## src/hw/rtl/cks_pkg.sv

```systemverilog
// cks_pkg: shared types and constants for the composite key rank sorter
// used by cks_cmp and composite_key_rank_sorter; no dependencies
package cks_pkg;

  localparam int DATA_W = 32;

  typedef struct packed {
    logic                     is_primary;
    logic signed [DATA_W-1:0] left_edge;
    logic signed [DATA_W-1:0] top_edge;
    logic        [DATA_W-1:0] handle_id;
    logic                     last_record;
  } in_item_t;

  typedef struct packed {
    logic                     out_primary;
    logic signed [DATA_W-1:0] out_left;
    logic signed [DATA_W-1:0] out_top;
    logic        [DATA_W-1:0] out_handle;
    logic                     out_last;
  } out_item_t;

  // one stored record as held in the record memories
  typedef struct packed {
    logic                     primary;
    logic signed [DATA_W-1:0] left_pos;
    logic signed [DATA_W-1:0] top_pos;
    logic        [DATA_W-1:0] handle;
  } rec_t;

  localparam int KEY_W = 1 + 3 * DATA_W;

  typedef enum logic [2:0] {
    ST_IDLE,
    ST_RANK,
    ST_RANK_DRAIN,
    ST_EMIT,
    ST_EMIT_DRAIN
  } state_t;

endpackage

```

## src/hw/rtl/composite_key_rank_sorter.sv

```systemverilog
// composite_key_rank_sorter: top level, record store, rank sequencer and emitter
// depends on cks_pkg, cks_ram, cks_cmp
//
// Usage: records are offered on in_item with start; a transfer happens when start
// is high and busy is low. Up to MAX_ENTRIES records are kept, further ones are
// dropped. Busy stays low while records are stored. A record with
// last_record set starts the sort: busy rises and the block takes nothing more.
// Ranking runs one shared comparator over all n*n record pairs, one pair per
// cycle from a two port read of the record store. Emission then walks the ranks
// 0..highest, one per cycle, through the rank-to-record table; results appear on
// out_item with out_valid high for one cycle each, out_last marking the final
// one. Ranks held by no record (exact duplicates) leave a gap in the results.
// The receiver cannot stall results. Reset empties the store and returns the
// sequencer to idle; afterwards a new set begins.
module composite_key_rank_sorter #(
  parameter int MAX_ENTRIES = 16
) (
  input  logic               clk,
  input  logic               rst_n,
  input  logic               start,
  input  cks_pkg::in_item_t  in_item,
  output logic               busy,
  output logic               out_valid,
  output cks_pkg::out_item_t out_item
);

  localparam int IW = (MAX_ENTRIES > 1) ? $clog2(MAX_ENTRIES) : 1;
  localparam int CW = $clog2(MAX_ENTRIES + 1);
  localparam int RW = $bits(cks_pkg::rec_t);

  cks_pkg::state_t state_r, state_nxt;

  logic [CW-1:0] count_r, count_nxt;
  logic [IW-1:0] i_r, i_nxt;
  logic [IW-1:0] j_r, j_nxt;
  logic [IW-1:0] cnt_r, cnt_nxt;
  logic [IW-1:0] max_rank_r, max_rank_nxt;
  logic          cmp_v_r, cmp_v_nxt;
  logic          cmp_last_r, cmp_last_nxt;
  logic [IW-1:0] cmp_j_r, cmp_j_nxt;
  logic [IW-1:0] r_r, r_nxt;
  logic          sa_v_r, sa_v_nxt;
  logic          sa_ok_r, sa_ok_nxt;
  logic          sa_last_r, sa_last_nxt;
  logic          sb_v_r, sb_v_nxt;
  logic          sb_last_r, sb_last_nxt;
  logic          valid_r   [MAX_ENTRIES];
  logic          valid_nxt [MAX_ENTRIES];

  logic          in_acc;
  logic          store_we;
  logic          set_start;
  logic          rank_issue;
  logic          emit_issue;
  logic          emit_done;
  logic [IW-1:0] last_idx;
  logic [IW:0]   rank_sum;
  logic [IW-1:0] rank_now;
  logic          idx_we;
  logic          a_first;

  cks_pkg::rec_t wr_rec;
  cks_pkg::rec_t rd_a;
  cks_pkg::rec_t rd_b;
  logic [RW-1:0] rd_a_bits;
  logic [RW-1:0] rd_b_bits;
  logic [IW-1:0] raddr_a;
  logic [IW-1:0] idx_rd;

  assign in_acc    = start & ~busy;
  assign store_we  = in_acc & (count_r != CW'(MAX_ENTRIES));
  assign set_start = in_acc & in_item.last_record;
  assign last_idx  = IW'(count_r - CW'(1));
  assign emit_done = (state_r == cks_pkg::ST_EMIT_DRAIN) & ~sa_v_r & ~sb_v_r;

  assign wr_rec.primary  = in_item.is_primary;
  assign wr_rec.left_pos = in_item.left_edge;
  assign wr_rec.top_pos  = in_item.top_edge;
  assign wr_rec.handle   = in_item.handle_id;

  // port a reads record i while ranking and the emitted record afterwards
  assign raddr_a = rank_issue ? i_r : idx_rd;

  cks_ram #(.WIDTH(RW), .DEPTH(MAX_ENTRIES)) u_rec_a (
    .clk   (clk),
    .we    (store_we),
    .waddr (count_r[IW-1:0]),
    .wdata (wr_rec),
    .raddr (raddr_a),
    .rdata (rd_a_bits)
  );

  cks_ram #(.WIDTH(RW), .DEPTH(MAX_ENTRIES)) u_rec_b (
    .clk   (clk),
    .we    (store_we),
    .waddr (count_r[IW-1:0]),
    .wdata (wr_rec),
    .raddr (j_r),
    .rdata (rd_b_bits)
  );

  // rank to first record index
  cks_ram #(.WIDTH(IW), .DEPTH(MAX_ENTRIES)) u_rank_idx (
    .clk   (clk),
    .we    (idx_we),
    .waddr (rank_now),
    .wdata (cmp_j_r),
    .raddr (r_r),
    .rdata (idx_rd)
  );

  assign rd_a = rd_a_bits;
  assign rd_b = rd_b_bits;

  cks_cmp u_cmp (
    .rec_a   (rd_a),
    .rec_b   (rd_b),
    .a_first (a_first)
  );

  assign rank_sum = {1'b0, cnt_r} + (IW + 1)'(a_first);
  assign rank_now = rank_sum[IW-1:0];

  // next state
  always_comb begin
    state_nxt = state_r;
    unique case (state_r)
      cks_pkg::ST_IDLE: begin
        if (set_start) state_nxt = cks_pkg::ST_RANK;
      end
      cks_pkg::ST_RANK: begin
        if ((i_r == last_idx) && (j_r == last_idx)) state_nxt = cks_pkg::ST_RANK_DRAIN;
      end
      cks_pkg::ST_RANK_DRAIN: begin
        state_nxt = cks_pkg::ST_EMIT;
      end
      cks_pkg::ST_EMIT: begin
        if (r_r == max_rank_r) state_nxt = cks_pkg::ST_EMIT_DRAIN;
      end
      cks_pkg::ST_EMIT_DRAIN: begin
        if (~sa_v_r && ~sb_v_r) state_nxt = cks_pkg::ST_IDLE;
      end
      default: state_nxt = cks_pkg::ST_IDLE;
    endcase
  end

  // state outputs
  always_comb begin
    busy       = 1'b1;
    rank_issue = 1'b0;
    emit_issue = 1'b0;
    unique case (state_r)
      cks_pkg::ST_IDLE:       busy = 1'b0;
      cks_pkg::ST_RANK:       rank_issue = 1'b1;
      cks_pkg::ST_RANK_DRAIN: ;
      cks_pkg::ST_EMIT:       emit_issue = 1'b1;
      cks_pkg::ST_EMIT_DRAIN: ;
      default:                busy = 1'b1;
    endcase
  end

  // datapath next values
  always_comb begin
    count_nxt    = count_r;
    i_nxt        = i_r;
    j_nxt        = j_r;
    cnt_nxt      = cnt_r;
    max_rank_nxt = max_rank_r;
    cmp_j_nxt    = j_r;
    cmp_last_nxt = (i_r == last_idx);
    cmp_v_nxt    = rank_issue;
    r_nxt        = r_r;
    sa_v_nxt     = emit_issue;
    sa_ok_nxt    = valid_r[r_r];
    sa_last_nxt  = (r_r == max_rank_r);
    sb_v_nxt     = sa_v_r & sa_ok_r;
    sb_last_nxt  = sa_last_r;
    idx_we       = 1'b0;
    for (int k = 0; k < MAX_ENTRIES; k++) begin
      valid_nxt[k] = valid_r[k];
    end

    if (store_we) count_nxt = count_r + CW'(1);
    if (emit_done) count_nxt = '0;

    if (set_start) begin
      i_nxt        = '0;
      j_nxt        = '0;
      cnt_nxt      = '0;
      max_rank_nxt = '0;
      for (int k = 0; k < MAX_ENTRIES; k++) begin
        valid_nxt[k] = 1'b0;
      end
    end

    if (rank_issue) begin
      if (i_r == last_idx) begin
        i_nxt = '0;
        j_nxt = j_r + IW'(1);
      end else begin
        i_nxt = i_r + IW'(1);
      end
    end

    // one pair result per cycle; the pair with the last i closes the rank of j
    if (cmp_v_r) begin
      if (cmp_last_r) begin
        cnt_nxt = '0;
        if (!valid_r[rank_now]) begin
          valid_nxt[rank_now] = 1'b1;
          idx_we              = 1'b1;
        end
        if (rank_sum > {1'b0, max_rank_r}) max_rank_nxt = rank_now;
      end else begin
        cnt_nxt = rank_now;
      end
    end

    if (state_r == cks_pkg::ST_RANK_DRAIN) r_nxt = '0;
    if (emit_issue) r_nxt = r_r + IW'(1);
  end

  always_ff @(posedge clk) begin
    if (!rst_n) begin
      state_r <= cks_pkg::ST_IDLE;
      count_r <= '0;
      cmp_v_r <= 1'b0;
      sa_v_r  <= 1'b0;
      sb_v_r  <= 1'b0;
      for (int k = 0; k < MAX_ENTRIES; k++) begin
        valid_r[k] <= 1'b0;
      end
    end else begin
      state_r <= state_nxt;
      count_r <= count_nxt;
      cmp_v_r <= cmp_v_nxt;
      sa_v_r  <= sa_v_nxt;
      sb_v_r  <= sb_v_nxt;
      for (int k = 0; k < MAX_ENTRIES; k++) begin
        valid_r[k] <= valid_nxt[k];
      end
    end
  end

  always_ff @(posedge clk) begin
    i_r        <= i_nxt;
    j_r        <= j_nxt;
    cnt_r      <= cnt_nxt;
    max_rank_r <= max_rank_nxt;
    cmp_last_r <= cmp_last_nxt;
    cmp_j_r    <= cmp_j_nxt;
    r_r        <= r_nxt;
    sa_ok_r    <= sa_ok_nxt;
    sa_last_r  <= sa_last_nxt;
    sb_last_r  <= sb_last_nxt;
  end

  assign out_valid            = sb_v_r;
  assign out_item.out_primary = rd_a.primary;
  assign out_item.out_left    = rd_a.left_pos;
  assign out_item.out_top     = rd_a.top_pos;
  assign out_item.out_handle  = rd_a.handle;
  assign out_item.out_last    = sb_last_r;

  a_out_in_busy : assert property (@(posedge clk) disable iff (!rst_n)
    out_valid |-> busy)
    else $error("result transfer outside a sort");

  a_last_ends : assert property (@(posedge clk) disable iff (!rst_n)
    (out_valid && out_item.out_last) |=> !out_valid)
    else $error("result after the final one");

  a_rank_nonempty : assert property (@(posedge clk) disable iff (!rst_n)
    (state_r == cks_pkg::ST_RANK) |-> (count_r != '0))
    else $error("ranking an empty set");

  a_rank_bound : assert property (@(posedge clk) disable iff (!rst_n)
    (cmp_v_r && cmp_last_r) |-> ((CW + 1)'(rank_sum) < (CW + 1)'(count_r)))
    else $error("rank beyond record count");

endmodule

```

## src/hw/rtl/cks_ram.sv

```systemverilog
// cks_ram: generic single write port, single read port ram with registered read
// no dependencies
module cks_ram #(
  parameter int WIDTH = 8,
  parameter int DEPTH = 16
) (
  input  logic                                     clk,
  input  logic                                     we,
  input  logic [((DEPTH > 1) ? $clog2(DEPTH) : 1)-1:0] waddr,
  input  logic [WIDTH-1:0]                         wdata,
  input  logic [((DEPTH > 1) ? $clog2(DEPTH) : 1)-1:0] raddr,
  output logic [WIDTH-1:0]                         rdata
);

  logic [WIDTH-1:0] mem [DEPTH];

  always_ff @(posedge clk) begin
    if (we) begin
      mem[waddr] <= wdata;
    end
    rdata <= mem[raddr];
  end

endmodule

```

## src/hw/rtl/cks_cmp.sv

```systemverilog
// cks_cmp: composite key comparator, primary first, then signed left, signed top, handle
// depends on cks_pkg
module cks_cmp (
  input  cks_pkg::rec_t rec_a,
  input  cks_pkg::rec_t rec_b,
  output logic          a_first
);

  logic [cks_pkg::KEY_W-1:0] key_a;
  logic [cks_pkg::KEY_W-1:0] key_b;

  // inverted primary flag and flipped sign bits turn the order into one unsigned compare
  assign key_a = {~rec_a.primary,
                  ~rec_a.left_pos[cks_pkg::DATA_W-1], rec_a.left_pos[cks_pkg::DATA_W-2:0],
                  ~rec_a.top_pos[cks_pkg::DATA_W-1], rec_a.top_pos[cks_pkg::DATA_W-2:0],
                  rec_a.handle};
  assign key_b = {~rec_b.primary,
                  ~rec_b.left_pos[cks_pkg::DATA_W-1], rec_b.left_pos[cks_pkg::DATA_W-2:0],
                  ~rec_b.top_pos[cks_pkg::DATA_W-1], rec_b.top_pos[cks_pkg::DATA_W-2:0],
                  rec_b.handle};

  assign a_first = (key_a < key_b);

endmodule
```

## config.mk

```make
export PLATFORM = sky130hd
export DESIGN_NAME = composite_key_rank_sorter
export DESIGN_NICKNAME = d
export VERILOG_FILES = /design/src/hw/rtl/cks_pkg.sv /design/src/hw/rtl/composite_key_rank_sorter.sv /design/src/hw/rtl/cks_ram.sv /design/src/hw/rtl/cks_cmp.sv
export SDC_FILE = /design/constraint.sdc
export NUM_CORES = 2
export LEC_CHECK = 0
export ABC_AREA = 1
export BUFFER_PORTS_ARGS = -buffer_cell sky130_fd_sc_hd__buf_4
export CAP_MARGIN = 20
export CORE_MARGIN = 2
export CORE_UTILIZATION = 29
export DETAILED_ROUTE_END_ITERATION = 10
export GPL_ROUTABILITY_DRIVEN = 0
export PLACE_DENSITY = 0.55
export SYNTH_ARGS = -nofsm -noshare
export SYNTH_HDL_FRONTEND = slang
export SYNTH_SLANG_ARGS = --single-unit
```

## constraint.sdc

```tcl
create_clock -name clk -period 5.8 [get_ports clk]
set_input_delay 0.29 -clock clk [delete_from_list [all_inputs] [get_ports clk]]
set_output_delay 0.29 -clock clk [all_outputs]
set_load 0.03 [all_outputs]
```

Word level (Yosys, flattened, before mapping)
Memory sizes are Yosys's and may differ from the RTL's. A register that Yosys moved wholly into a read port is not among the register bits.
Index checks and enable logic that the tools add are counted.
Widths: inputs -> output; s select.

storage, ports and cells
  register bits after elaboration = 38
  bits in latches = 0
  memory bits (writable) = 3184
  ROM bits = 0
  bits of input ports = 101
  output and inout bits = 100
  logic and storage cells = 136
  memories kept = 4

cells by class
  add/sub/neg operators = 6
  multipliers = 0
  divide/modulo/power cells = 0
  magnitude comparators = 4
  equal/unequal tests = 12
  shift operators = 0
  multiplexer cells = 54
  bitwise gates (word level) = 33
  reductions and logical operators = 9

memory list
  name            words  bits a word  rd ports  clocked after memory_dff  write ports  line                             source
  u_rec_a.mem     16     97           1         1                         1            cks_ram.sv:15                    logic [WIDTH-1:0] mem [DEPTH];
  u_rec_b.mem     16     97           1         1                         1            cks_ram.sv:15
  u_rank_idx.mem  16     4            1         1                         1            cks_ram.sv:15
  valid_r         16     1            18        1                         16           composite_key_rank_sorter.sv:47  logic valid_r [MAX_ENTRIES];

operator list
  kind                 number
  $lt 97x97->1         1
  $mux 16              4
  $mux 4               15
  $mux 1               29
  $or 1x1->1           16
  $or 16x16->16        1
  $pmux 3 s5           1
  $add 4x1->4 const B  3
  $eq 4x4->1           3
  $mux 3               4
  $not 1->1            9
  $and 1x1->1          6
  $eq 3x2->1 const B   2
  $ne 2x2->1 const B   3
  $reduce_bool 2->1    3
  $add 4x1->5          1
  $add 5x1->5 const B  1
  $ge 5x5->1 const B   1
  $gt 5x4->1           1
  $lt 5x1->1 const B   1
  $ne 5x5->1 const B   1
  $not 4->5            1
  $demux 1 s4          1
  $reduce_and 4->1     1
  7 further kinds      9

Depth between registers and ports, before layout
  depth in word-level cells = 13
  mapped depth = 29
  depth with buffers taken out = 29

By module
Synthesis repeated with hierarchy kept, for this count alone.

unflattened totals
  cell total of the unflattened synthesis = 13910
  area total of the unflattened synthesis = 144786.4 um2

by module, submodules not included
  module                     instances  cells an instance  area each (um2)  seq. area each (um2)
  cks_ram at u_rec_b         1          6366               68032.7          48546.6
  cks_ram at u_rec_a         1          6368               68026.5          48546.6
  composite_key_rank_sorter  1          443                3109.2           1221.2
  cks_ram at u_rank_idx      1          290                2966.6           2001.9
  cks_cmp                    1          443                2651.3           0.0

Least setup slack after synthesis
Ideal clock, no wire load.

  kind = reg2reg
  from = reg count_r[0]
  to = mem u_rec_b.mem[15][0] in the netlist's numbering, enable pin
  setup time = 556 ps
  data arrival time = 5368 ps
  required time = 5244 ps
  slack = -124 ps
  stages on the path, launching flop included = 8
  path buffers = 0
  clock period less this slack = 5924 ps
  path through = dfxtp_1 -> inv_1 -> ha_1 -> nand3_1 -> nand3_1 -> nor2_1 -> inv_1 -> nor2_1

between the ends
  cells in the longest elaborated chain, start to end = 4

RTL lines
  what                          line                              source
  start: declaration            composite_key_rank_sorter.sv:33   logic [CW-1:0] count_r, count_nxt;
  start signal: assignment      composite_key_rank_sorter.sv:235  count_r <= count_nxt;
  $ne 5x5->1                    composite_key_rank_sorter.sv:71   assign store_we = in_acc & (count_r != CW'(MAX_ENTRIES));
  $and 1x1->1                   composite_key_rank_sorter.sv:71
  $mux 1                        cks_ram.sv:18                     if (we) begin
  $mux 1 (not written as such)  cks_ram.sv:19                     mem[waddr] <= wdata;
  end: declaration              cks_ram.sv:15

Parallel ways exist; a longest one is shown, timed or not.

Worst setup path after layout
  from = reg u_rec_b.rdata[60] (read register of u_rec_b.mem)
  to = mem u_rank_idx.mem[10][1] in the netlist's numbering, enable pin

between the ends
  cells in the longest elaborated chain, start to end = 8

RTL lines
  what                          line                              source
  start: declaration            cks_ram.sv:12                     output logic [WIDTH-1:0] rdata
  $lt 97x97->1 (*)              cks_cmp.sv:22                     assign a_first = (key_a < key_b);
  $add 4x1->5 (*)               composite_key_rank_sorter.sv:121  assign rank_sum = {1'b0, cnt_r} + (IW + 1)'(a_first);
  named net rank_sum[1]         composite_key_rank_sorter.sv:57   logic [IW:0] rank_sum;
  $mem_v2 16x1                  -
  $mux 1                        composite_key_rank_sorter.sv:209  if (!valid_r[rank_now]) begin
  $mux 1                        composite_key_rank_sorter.sv:207  if (cmp_last_r) begin
  $mux 1                        composite_key_rank_sorter.sv:206  if (cmp_v_r) begin
  $mux 1                        cks_ram.sv:18
  $mux 1 (not written as such)  cks_ram.sv:19
  end: declaration              cks_ram.sv:15

The timed path passes the listed nets; every way through them passes the cells marked *.

==> impl_results.md <==
* Status: finished clean
* Post-synth top area cell: edfxtp_1
* Clk pin slew, worst setup/hold paths at roughly 0.060 ns
* Net count, final at ~9,000
* DR iter-0 viols at 7,837
* Largest net degree at the start of global routing at around 220
* Syn Nets at 9,256
* Synth top area share at between 50% and 60%
* Clk sinks at around 1,900
* Psw at 10.4 mW
* Final Cycle Share at 83.7%
* Layout cells sized above 1 at under 10%
* Setup crit end: u_rank_idx.mem[10][1]
* Post-Route M1 WL at ~120 mm
* Grt ovf at 0
* Row count at between 200 and 250
* PwrDens at 345 nW/um^2
* Final wirelength at 302 mm
* Max Cap Violations at 0
* Mapped Area at 88,600 sq um
* Number of remaining DRC errors at 0
* Post-DP HPWL at 156 mm
* # H-tree levels at 4
* Post-Place Cells at around 13,000
* Peak VDD IR at approximately 0.32 mV
* Crit path arrival time at roughly 5.4 ns
* Largest family of logic cells by synthesized area: compound AO/OA/AOI/OAI gates
* CP startpoint: u_rec_b.rdata[60]
* Filler Cell Count at 30,200
* Clock latency on the worst-skew pair at roughly 0.88 ns
* Post-Synth XOR/XNOR Area at less than 1%
* Reg-to-reg critical path startpoint: u_rec_b.rdata[60]
* Slew of the pin with the lowest slew margin at 1.14 ns
* Power share of the combinational group at 18.4%
* Initial antenna violation count at 37
* Synth cell types at between 40 and 50
* Reg2reg setup slack at roughly 0.94 ns
* Worst reg2reg endpoint: u_rank_idx.mem[10][1]
* Synth Area in Adders at 1.53%
* Setup_tns at 0 ns
* Post-synthesis simple-gate area fraction at around 15%
* CTS Hold Bufs at 101
* Setup CP Type: reg2reg
* # resized after CTS at 0
* Unrepaired setup endpoints after global routing: no
* Antenna Violating Nets Remaining at 0
* Hold Path Class: in2reg
* Slack of the critical path at approximately 0.94 ns
* Flops & latches, synth at 1,869
* Max Used Layer: met5
* Total CTS buffers at roughly 210
* Total Power at 35.1 mW
* Cells after Synth at slightly above 9,000
* Synth warnings at 0
* DR WL met2 at around 140 mm
* Worst r2r path cells at 22
* Number of global-route vias before repair at roughly 67,000
* Clock share of power at between 30% and 40%
* Met3 wire length at 27.8 mm
* Hold_ws at 0.267 ns
* Final design utilization at 33.5%
* Root buffer cell: clkbuf_16
* Largest cells by area after synthesis: edfxtp_1, nand2_1, nand3_1
* Final slew viol count at 0
* Compound-gate portion of the synthesized area at roughly 15%
* Drt pass-1 iters at 7
* Mux contribution to synthesized area at 0%
* First-pass GRT wire length at 438 mm
* Wirelength per Cell at 22.9 um
* Full die area at between 300,000 and 400,000 sq um
* Most frequent cells in the layout: edfxtp_1, nand2_1, inv_1
* Buffer count from post-CTS setup fixing at 0
* CP required at between 6 and 7 ns
* Sequential Power Share at approximately 44%
* Worst rel slew slack at around a quarter
* Port Buf Inserts at 200
* Initial Utilization at 29.2%
* Fin. Hold Viols at 0
* Leakage power at ~38 nW
* Placed inst area at approximately 94,000 sq um
* Total I/O pin count at 201
* Register area share after synthesis at roughly 61%
* Crit path launch type: register
* Finished Cell Area at a little over 100,000 sq um
* Pint at approximately 25 mW
* Most common cell after layout, fill and taps aside: edfxtp_1
* Clk_skew at between 0.05 and 0.06 ns
* Vias at 70,100
* Die width at about 560 um
* CP endpoint kind: register
* Sw Ratio at between 20% and 30%
* Final setup fails at 0
* Minimum clock period at roughly 5 ns
* Die H at about 560 um
* Syn avg cell area at about 10 sq um
* Non-filler cells, final at roughly 13,000
* Pre-CTS setup slack at between 0.9 and 1 ns
* Vias per std cell at 5.32
* Clk buf depth at 3
* Area Overhead vs Synth at 14.8%
* Critical path fanouts, max at 16
* CTS tree: built
* Fmax at 0.206 GHz
* Core ar. at 303,000 sq um
* GRT Resource Usage Total at 18.8%
sequential cells by signal (all words and copies together), names as in the netlist, 5 cells and up:
signal	count
u_rec_b.mem	1552
u_rank_idx.mem	64
valid_r	16
count_r	5
u_rec_a.rdata	97
u_rec_b.rdata	97
synth_stat cells, drive strengths merged:
cell type     n
o21ai       920
xor2          3
nor2b         1
or2           1
and2          1
nor4          1
o21a          2
nand2      1623
o31ai         1
a21o          6
nor3          5
ha          108
o211ai      675
xnor2         3
nor2        351
dfxtp       241
a211oi        1
o21bai        1
a21oi       549
o221ai       96
inv        1049
clkbuf      261
clkinv        3
a31oi         1
nand3b        1
buf         404
nand4        29
nand3      1037
o22ai        43
nor3b         1
edfxtp     1628
a22oi         1
layout make-up:
class	count	area [sq um]	area share (%)
flip-flops and latches	1869	53700	52.9
well taps	3978	4980	4.90
inverters	1052	4000	3.93
multi-input cells	5461	28100	27.6
clock buffers	301	5940	5.85
diodes	10	25.0	0.0246
clock inverters	92	926	0.911
repair buffers	414	3960	3.90
power groups by stage:
stage                     sequential [mW]  combinational, mW  clock (mW)
final                                15.4               6.44        13.2
after global routing                 15.5               7.06        13.9
after CTS                            15.4               6.43        13.5
after detailed placement             15.7               6.33           0
after global placement               15.7               6.25           0
after floorplan                      16.1               3.61           0
cell families (layout without fill, tap and decap cells):
group	Yosys count	after routing
simple gates	3051	3051
compound gates	2296	2296
flops	1869	1869
buf+inv	1717	1859
fa+ha+maj	108	108
xor+xnor	6	6
other cells	0	10
worst max-delay path, cell delays in order, from the launching register on:
cell and delay, ns:
dfxtp_1 0.31, inv_1 0.05, ha_1 0.29, nand2_1 0.07
nor2_1 0.23, nand3_1 0.11, nor3_1 0.37, nand3b_1 0.44
nor2_1 0.21, nand2_1 0.08, inv_1 0.07, nor2_1 0.10
ha_1 0.24, ha_1 0.40, inv_1 0.18, nor2_1 0.15
nand2_1 0.10, nand2_1 0.05, nor2_1 0.09, nor2_1 0.05
nor2_2 0.49, nand2_1 0.11, nor2_1 0.35
per-layer routing:
metal / global-route usage (%) / vias up
met1: 24.4 / 34200
met2: 30.3 / 3315
met5: 0 / -
li1: - / 31800
met4: 7.51 / 24
met3: 4.14 / 685
how the worst min path moves through the flow:
stage / start / endpoint / slack [ns] / cells past startpoint
4_1_cts: in_item[8] / u_rec_b.mem[15][7] / 0.20 / 2
5_1_grt: rst_n / out_valid / 0.27 / 4
3_5_place_dp: sa_last_r / sb_last_r / 0.32 / 0
3_3_place_gp: sa_last_r / sb_last_r / 0.32 / 0
2_1_floorplan: sa_last_r / sb_last_r / 0.31 / 0
6_report: in_item[43] / u_rec_b.mem[2][42] / 0.27 / 2
No activity file was read; power rests on OpenSTA's default activity.
